File: config.mk
export PLATFORM = sky130hd
export DESIGN_NAME = frequency_rank_substitution_top
export DESIGN_NICKNAME = d
export VERILOG_FILES = /design/src/rtl/core/frs_pkg.sv /design/src/rtl/core/frequency_rank_substitution_top.sv
export SDC_FILE = /design/constraint.sdc
export NUM_CORES = 1
export LEC_CHECK = 0
export ABC_CLOCK_PERIOD_IN_PS = 13400
export BUFFER_PORTS_ARGS = -buffer_cell sky130_fd_sc_hd__buf_2
export CAP_MARGIN = 25
export CORE_MARGIN = 1
export CORE_UTILIZATION = 61
export CTS_CLUSTER_SIZE = 28
export DETAILED_ROUTE_END_ITERATION = 6
export MAX_ROUTING_LAYER = met4
export PLACE_DENSITY = 0.83
export SLEW_MARGIN = 30
export SYNTH_ARGS = -nofsm -noshare
export SYNTH_HDL_FRONTEND = slang
export SYNTH_SLANG_ARGS = --single-unit
File: constraint.sdc
create_clock -name clk -period 13.4 [get_ports clk]
set_clock_uncertainty 0.1 [all_clocks]
set_input_delay 2.01 -clock clk [delete_from_list [all_inputs] [get_ports clk]]
set_output_delay 2.01 -clock clk [all_outputs]
set_load 0.02 [all_outputs]
File: src/rtl/core/frs_pkg.sv
// ----------------------------------------------------------------------------
// frs_pkg
// Shared types and constants for the frequency rank substitution block:
// transfer payloads, sequencer states and the two substitution tables.
// ----------------------------------------------------------------------------
package frs_pkg;

    // alphabet and letter codes
    localparam int ALPHA_N = 26;
    localparam int LIDX_W  = 5;
    localparam int CNT_W   = 7;
    localparam logic [7:0] LETTER_A = 8'd65;
    localparam logic [7:0] LETTER_Z = 8'd90;
    localparam logic [LIDX_W-1:0] LAST_LETTER = LIDX_W'(ALPHA_N - 1);

    // input transfer payload
    typedef struct packed {
        logic [7:0] in_byte;
        logic       in_last;
    } in_t;

    // output transfer payload
    typedef struct packed {
        logic [7:0] out_byte;
        logic       out_last;
        logic       overflowed;
    } out_t;

    // sequencer states
    typedef enum logic [2:0] {
        ST_LOAD,
        ST_RANK_FETCH,
        ST_RANK_CMP,
        ST_READ,
        ST_FORM,
        ST_OUT
    } state_t;

    // rank to letter, english frequency order
    localparam logic [7:0] DEC_TABLE [ALPHA_N] = '{
        "E","T","A","I","O","N","S","R","H","D","L","U","C",
        "M","F","Y","W","G","P","B","V","K","X","Q","J","Z"
    };

    // rank to letter, fixed encrypt order
    localparam logic [7:0] ENC_TABLE [ALPHA_N] = '{
        "J","I","C","A","X","S","E","Y","V","D","K","W","B",
        "Q","T","Z","R","H","F","M","P","N","U","L","G","O"
    };

endpackage

File: src/rtl/core/frequency_rank_substitution_top.sv
// ----------------------------------------------------------------------------
// frequency_rank_substitution_top
// Buffers a text, counts its uppercase letters, ranks the letters by count
// and replays the text with each letter replaced by the table entry at its rank.
// ----------------------------------------------------------------------------
//
//  channel   direction  handshake              payload
//  in        sink       in_valid / in_stall    in_data  (in_byte, in_last)
//  out       source     out_valid / out_stall  out_data (out_byte, out_last, overflowed)
//  cfg       sink       cfg_wr_en              cfg_wr_data (mode)
//
//  loading takes one byte per cycle; in_stall is low only while loading
//  after the last byte, one shared comparator ranks the letters: it walks
//  every counter once per letter
//  emission then reads the text memory, forms the substitution and loads
//  the output register for one result before it starts the next; out_stall holds the output register
//  reset clears counters, length, overflow flag and sets mode to decrypt
//
module frequency_rank_substitution_top #(
    parameter int MAX_LEN = 64
) (
    input  logic          clk,
    input  logic          rst_n,
    input  logic          in_valid,
    output logic          in_stall,
    input  frs_pkg::in_t  in_data,
    output logic          out_valid,
    input  logic          out_stall,
    output frs_pkg::out_t out_data,
    input  logic          cfg_wr_en,
    input  logic          cfg_wr_data
);
    import frs_pkg::*;

    localparam int AW = (MAX_LEN > 1) ? $clog2(MAX_LEN) : 1;
    localparam int LW = $clog2(MAX_LEN + 1);

    // state and control registers
    state_t state_reg, state_next;
    logic   mode_reg;
    logic [LW-1:0] len_reg, len_next;
    logic   ovf_reg, ovf_next;
    logic [LIDX_W-1:0] letter_reg, letter_next;
    logic [LIDX_W-1:0] cmp_reg, cmp_next;
    logic [CNT_W-1:0]  cur_cnt_reg, cur_cnt_next;
    logic [LIDX_W-1:0] rank_reg, rank_next;
    logic [AW-1:0]     emit_reg, emit_next;

    // storage
    logic [7:0]       text_mem [MAX_LEN];
    logic [7:0]       mem_rd_reg;
    logic [CNT_W-1:0] cnt_reg [ALPHA_N];
    logic [7:0]       sub_reg [ALPHA_N];
    out_t             out_reg, out_next;

    // combinational helpers
    logic              in_xfer, out_xfer, full, in_letter, store_en;
    logic [LIDX_W-1:0] in_idx, cnt_addr;
    logic [CNT_W-1:0]  cnt_rd;
    logic              cmp_hit, cmp_done, emit_last, rd_letter;
    logic [LIDX_W-1:0] rank_sum;
    logic              cnt_inc, text_done;
    logic [7:0]        sub_byte;

    assign in_xfer   = in_valid && !in_stall;
    assign out_xfer  = out_valid && !out_stall;
    assign full      = (len_reg == LW'(MAX_LEN));
    assign in_letter = (in_data.in_byte >= LETTER_A) && (in_data.in_byte <= LETTER_Z);
    assign in_idx    = LIDX_W'(in_data.in_byte - LETTER_A);
    assign store_en  = in_xfer && !full;
    assign cnt_inc   = store_en && in_letter;
    assign text_done = out_xfer && out_reg.out_last;

    // single read port on the letter counters
    always_comb
    begin
        case (state_reg)
            ST_LOAD:       cnt_addr = in_idx;
            ST_RANK_FETCH: cnt_addr = letter_reg;
            default:       cnt_addr = cmp_reg;
        endcase
    end
    assign cnt_rd = cnt_reg[cnt_addr];

    // shared compare unit: does letter m outrank the current letter
    assign cmp_hit  = (cnt_rd > cur_cnt_reg) ||
                      ((cnt_rd == cur_cnt_reg) && (cmp_reg > letter_reg));
    assign rank_sum = rank_reg + LIDX_W'(cmp_hit);
    assign cmp_done = (cmp_reg == LAST_LETTER);

    // emission helpers
    assign emit_last = ((LW'(emit_reg) + LW'(1)) == len_reg);
    assign rd_letter = (mem_rd_reg >= LETTER_A) && (mem_rd_reg <= LETTER_Z);
    assign sub_byte  = sub_reg[LIDX_W'(mem_rd_reg - LETTER_A)];

    // next state
    always_comb
    begin
        state_next = state_reg;
        case (state_reg)
            ST_LOAD:
            begin
                if (in_xfer && in_data.in_last)
                    state_next = ST_RANK_FETCH;
            end
            ST_RANK_FETCH:
            begin
                state_next = ST_RANK_CMP;
            end
            ST_RANK_CMP:
            begin
                if (cmp_done)
                    state_next = (letter_reg == LAST_LETTER) ? ST_READ : ST_RANK_FETCH;
            end
            ST_READ:
            begin
                state_next = ST_FORM;
            end
            ST_FORM:
            begin
                state_next = ST_OUT;
            end
            ST_OUT:
            begin
                if (out_xfer)
                    state_next = out_reg.out_last ? ST_LOAD : ST_READ;
            end
            default:
            begin
                state_next = ST_LOAD;
            end
        endcase
    end

    // handshake outputs
    always_comb
    begin
        in_stall  = 1'b1;
        out_valid = 1'b0;
        case (state_reg)
            ST_LOAD: in_stall  = 1'b0;
            ST_OUT:  out_valid = 1'b1;
            default:
            begin
                in_stall  = 1'b1;
                out_valid = 1'b0;
            end
        endcase
    end
    assign out_data = out_reg;

    // datapath next values
    always_comb
    begin
        len_next     = len_reg;
        ovf_next     = ovf_reg;
        letter_next  = letter_reg;
        cmp_next     = cmp_reg;
        cur_cnt_next = cur_cnt_reg;
        rank_next    = rank_reg;
        emit_next    = emit_reg;
        out_next     = out_reg;
        case (state_reg)
            ST_LOAD:
            begin
                if (store_en)
                    len_next = len_reg + LW'(1);
                if (in_xfer && full)
                    ovf_next = 1'b1;
                letter_next = '0;
            end
            ST_RANK_FETCH:
            begin
                cur_cnt_next = cnt_rd;
                rank_next    = '0;
                cmp_next     = '0;
            end
            ST_RANK_CMP:
            begin
                rank_next = rank_sum;
                cmp_next  = cmp_reg + LIDX_W'(1);
                if (cmp_done)
                begin
                    letter_next = letter_reg + LIDX_W'(1);
                    emit_next   = '0;
                end
            end
            ST_FORM:
            begin
                out_next.out_byte   = rd_letter ? sub_byte : mem_rd_reg;
                out_next.out_last   = emit_last;
                out_next.overflowed = ovf_reg;
            end
            ST_OUT:
            begin
                if (out_xfer)
                begin
                    emit_next = emit_reg + AW'(1);
                    if (out_reg.out_last)
                    begin
                        len_next = '0;
                        ovf_next = 1'b0;
                    end
                end
            end
            default:
            begin
                len_next = len_reg;
            end
        endcase
    end

    // control registers
    always_ff @(posedge clk or negedge rst_n)
    begin
        if (!rst_n)
        begin
            state_reg <= ST_LOAD;
            mode_reg  <= 1'b0;
            len_reg   <= '0;
            ovf_reg   <= 1'b0;
        end
        else
        begin
            state_reg <= state_next;
            len_reg   <= len_next;
            ovf_reg   <= ovf_next;
            if (cfg_wr_en)
                mode_reg <= cfg_wr_data;
        end
    end

    // sequencer payload registers
    always_ff @(posedge clk)
    begin
        letter_reg  <= letter_next;
        cmp_reg     <= cmp_next;
        cur_cnt_reg <= cur_cnt_next;
        rank_reg    <= rank_next;
        emit_reg    <= emit_next;
        out_reg     <= out_next;
    end

    // letter counters, cleared once the final result is taken
    always_ff @(posedge clk or negedge rst_n)
    begin
        if (!rst_n)
        begin
            for (int i = 0; i < ALPHA_N; i++)
                cnt_reg[i] <= '0;
        end
        else if (text_done)
        begin
            for (int i = 0; i < ALPHA_N; i++)
                cnt_reg[i] <= '0;
        end
        else if (cnt_inc)
        begin
            cnt_reg[cnt_addr] <= cnt_rd + CNT_W'(1);
        end
    end

    // substitution per letter, written when its rank is known
    always_ff @(posedge clk)
    begin
        if (state_reg == ST_RANK_CMP && cmp_done)
            sub_reg[letter_reg] <= mode_reg ? ENC_TABLE[rank_sum] : DEC_TABLE[rank_sum];
    end

    // text memory, one write and one registered read
    always_ff @(posedge clk)
    begin
        if (store_en)
            text_mem[len_reg[AW-1:0]] <= in_data.in_byte;
        mem_rd_reg <= text_mem[emit_reg];
    end

endmodule

==> results by group <==
GRT
  – Met1 usage: 42.5%
  – First-pass GRT wire length: 153000 um
  – Initial antenna violation count: 8
  – Busiest grt layer: met2
  – Number of global-route vias before repair: 23100
  – Met2 usage: 55.3%
  – All-Layer GR Usage: 34.4%
  – Largest net degree at the start of global routing: 113
  – Total gr overflow: 0
  – Met3 capacity usage during global routing: 6.62%

Timing
  – Worst-Margin Slew: 1.05 ns
  – Slew Limit Fails: 0
  – Peak Freq: 105 MHz
  – Slew HR: 30.1%
  – Fin crit period: 9.55 ns
  – Endpoints failing hold: 0
  – Final period utilization: 71.3%
  – Final setup violation count: 0
  – Fin Setup TNS: 0 ns
  – RSZ-0062 raised after global routing: false

Setup path
  – Worst EP required: 13.65 ns
  – Critical path class: primary input to register
  – Startpoint type of the worst setup path: primary input
  – R2r worst-path depth: 26
  – RR Startpoint: state_reg[2]
  – Slowest stage delay, CP: 0.76 ns
  – Crit. End Element: register
  – Crit path max fanout: 69
  – CP Data Arrival Time: 9.80 ns
  – R2R Setup Slk: 5.56 ns
  – Reg-to-Reg End: sub_reg[24][0]
  – Worst path slowest cell: xor2_1

Layout
  – Max FFs per register: 512
  – Share of layout cells above drive strength 1: 17.4%
  – Fillers: 3784
  – Post-route insts no fill: 3365
  – Area Growth Syn to Fin: 9.51%
  – Post-layout nets: 2507

Drt
  – Violation count after the first detailed-route iteration: 3071
  – Pre-Repair DR Iteration Count: 6
  – Antenna viol nets, final: 0
  – Wirelength per Cell: 30.5 um
  – Final WL: 103000 um
  – Routed vias/inst: 6.92
  – Vias: 23300
  – Post-route DRC: 0

Logic synthesis
  – Yosys cell types: 76
  – Syn Std Cell Area: 37900 um^2
  – Synth warn: 0
  – Sequential-to-total area share from yosys stat: 67.1%
  – Share of the synthesized area in the top cell type: 53.9%
  – Cells after Synth: 2481
  – Syn_area_per_cell: 15.3 um^2
  – Leading area contributor after synthesis: edfxtp_1
  – FF+latch count, synth: 882
  – Synth area leaders: edfxtp_1 (54%), dfrtp_1 (13%), mux4_2 (12%), nand3_1 (3.0%), o21ai_0 (2.1%)
  – Post-synth EDFFs: 680
  – Syn nets: 2534
  – Post-synth ARST share: 22.0%
  – Synth Flop Type: edfxtp_1

Place
  – Dpl hpwl: 58300 um
  – Cells after DPL: 3203
  – Placer Congestion: 0.955
  – Port Buf Inserts: 26

Clocking
  – CTS Buffer Depth: 3
  – Post-CTS setup buffer count: 0
  – Root Driver: clkbuf_16
  – Cts repair resizes: 0
  – CTS tree: done
  – CTS Buf Count: 85
  – H-tree depth reported by CTS: 3
  – Skew-Pair Late Insertion Delay: 0.66 ns
  – Clock Pin Slew Worst Setup and Hold Paths: 0.06 ns
  – Hold buffer count at cts: 0
  – CTS Sinks: 882

Floorplan
  – # rows: 91
  – Die height: 251 um
  – Io pins: 27
  – Core area: 61600 um^2
  – Initial Utilization: 61.6%
  – Die X: 251 um
  – Die ar.: 63200 um^2

Worst hold path
  – Worst min path class: register to register
  – Hold Startpoint: mem_rd_reg[7]
  – Hold path depth: 0
  – Hold EP: out_data[9]

Status
  – Status: completed

Power and ir drop
  – Pwr Density: 221 nW/um^2
  – Max VDD drop: 182 uV
  – Leakage: 14.1 nW

Run
  – Max-cap violations: 0
## layer usage
layer / vias up / routed length [um]
li1: 9630 / -
met1: 11700 / 35600
met2: 1637 / 51700
met3: 340 / 9670
met4: 0 / 5620
met5: - / 0
## where the power goes
group | leakage [nW] | switching (W) | internal (W)
Clock | 1.33 | 0.00106 | 0.00135
Combinational | 3.90 | 0.00227 | 0.000930
Sequential | 8.89 | 0.000141 | 0.00341
Total | 14.1 | 0.00347 | 0.00569
## logic make-up after synthesis
group	count (synthesis)	share of synthesized area [%]
flops	882	67.1
simple gates	654	8.02
compound gates	376	6.28
mux	270	14.1
buf+inv	227	2.52
fa+ha+maj	38	1.25
xor+xnor	34	0.785
## how the worst max path moves through the flow
stage | from | end | slack (ns) | cells after the start
6_report | in_data[1] | sub_reg[24][0] | 3.85 | 30
2_1_floorplan | in_data[1] | sub_reg[0][4] | 5.13 | 27
3_3_place_gp | in_data[1] | sub_reg[20][3] | 3.46 | 30
3_5_place_dp | in_data[1] | sub_reg[0][0] | 3.05 | 30
5_1_grt | in_data[1] | sub_reg[24][0] | 3.37 | 30
4_1_cts | in_data[1] | sub_reg[24][0] | 3.63 | 30
## cell type report
cell class / count / area (um^2) / area share (%)
flip-flops and latches: 882 / 25400 / 61.3
well taps: 837 / 1050 / 2.52
inverters: 49 / 184 / 0.443
clock buffers: 119 / 2430 / 5.85
repair buffers: 64 / 473 / 1.14
multi-input cells: 1372 / 11600 / 28.0
clock inverters: 34 / 314 / 0.756
diodes: 8 / 20.0 / 0.0482
## worst max-delay path: cells and delay by family
family | cells | cell delay [ns]
AOI/OAI and AO/OA | 11 | 2.63
xor gates and xnor gates | 1 | 0.76
adders and majority gates | 4 | 1.14
buffers and inverters | 6 | 1.92
muxes | 1 | 0.41
and+or+nand+nor | 7 | 0.83
## Yosys cell counts (5+ instances only)
| master | instances |
|---|---|
| edfxtp_1 | 680 |
| nand3_1 | 230 |
| mux4_2 | 208 |
| dfrtp_1 | 194 |
| nor2_1 | 170 |
| o21ai_0 | 160 |
| nand2_1 | 146 |
| clkbuf_1 | 111 |
| mux2i_1 | 52 |
| inv_1 | 47 |
| o211ai_1 | 42 |
| ha_1 | 38 |
| buf_1 | 37 |
| o21ai_1 | 35 |
| a21oi_1 | 29 |
| nand4_1 | 25 |
| buf_2 | 19 |
| o311ai_0 | 19 |
| xnor2_1 | 19 |
| a211oi_1 | 17 |
| xor2_1 | 15 |
| nor2b_1 | 14 |
| nor3_1 | 12 |
| a31oi_1 | 9 |
| and3_1 | 9 |
| mux2_2 | 9 |
| or4_1 | 9 |
| and2_1 | 8 |
| dfxtp_1 | 8 |
| a311oi_1 | 7 |
| or3_1 | 6 |
| a221oi_1 | 5 |
| buf_6 | 5 |
| nand2b_1 | 5 |
| o22ai_1 | 5 |
## cells in the final DEF, fill, tap and decap left out, drive strengths merged, types with 12 or more instances in the layout
| master | n |
|---|---|
| buf | 63 |
| a211oi | 19 |
| mux4 | 209 |
| inv | 52 |
| nand4 | 25 |
| o21ai | 195 |
| nor2 | 171 |
| edfxtp | 680 |
| ha | 38 |
| nand2 | 148 |
| o211ai | 42 |
| nand3 | 230 |
| nor2b | 14 |
| mux2i | 52 |
| clkinv | 21 |
| nor3 | 12 |
| clkbuf | 120 |
| o311ai | 19 |
| dfrtp | 194 |
| xnor2 | 19 |
| a21oi | 30 |
| xor2 | 15 |
## stage by stage
stage / total power (W) / area, um^2 / hold slack, ns / worst slack, ns / util [%]
CTS: 0.00908 / 41400 / 0.352 / 3.63 / 67.3
floorplan: 0.00570 / 37900 / 0.325 / 5.13 / -
global placement: 0.00658 / 38700 / 0.316 / 3.46 / 62.8
global route: 0.00952 / 41500 / 0.358 / 3.37 / 67.4
detailed placement: 0.00668 / 38700 / 0.318 / 3.05 / 62.8
finish: 0.00916 / 41500 / 0.350 / 3.85 / 67.4
Power figures use the tool's default switching activity.
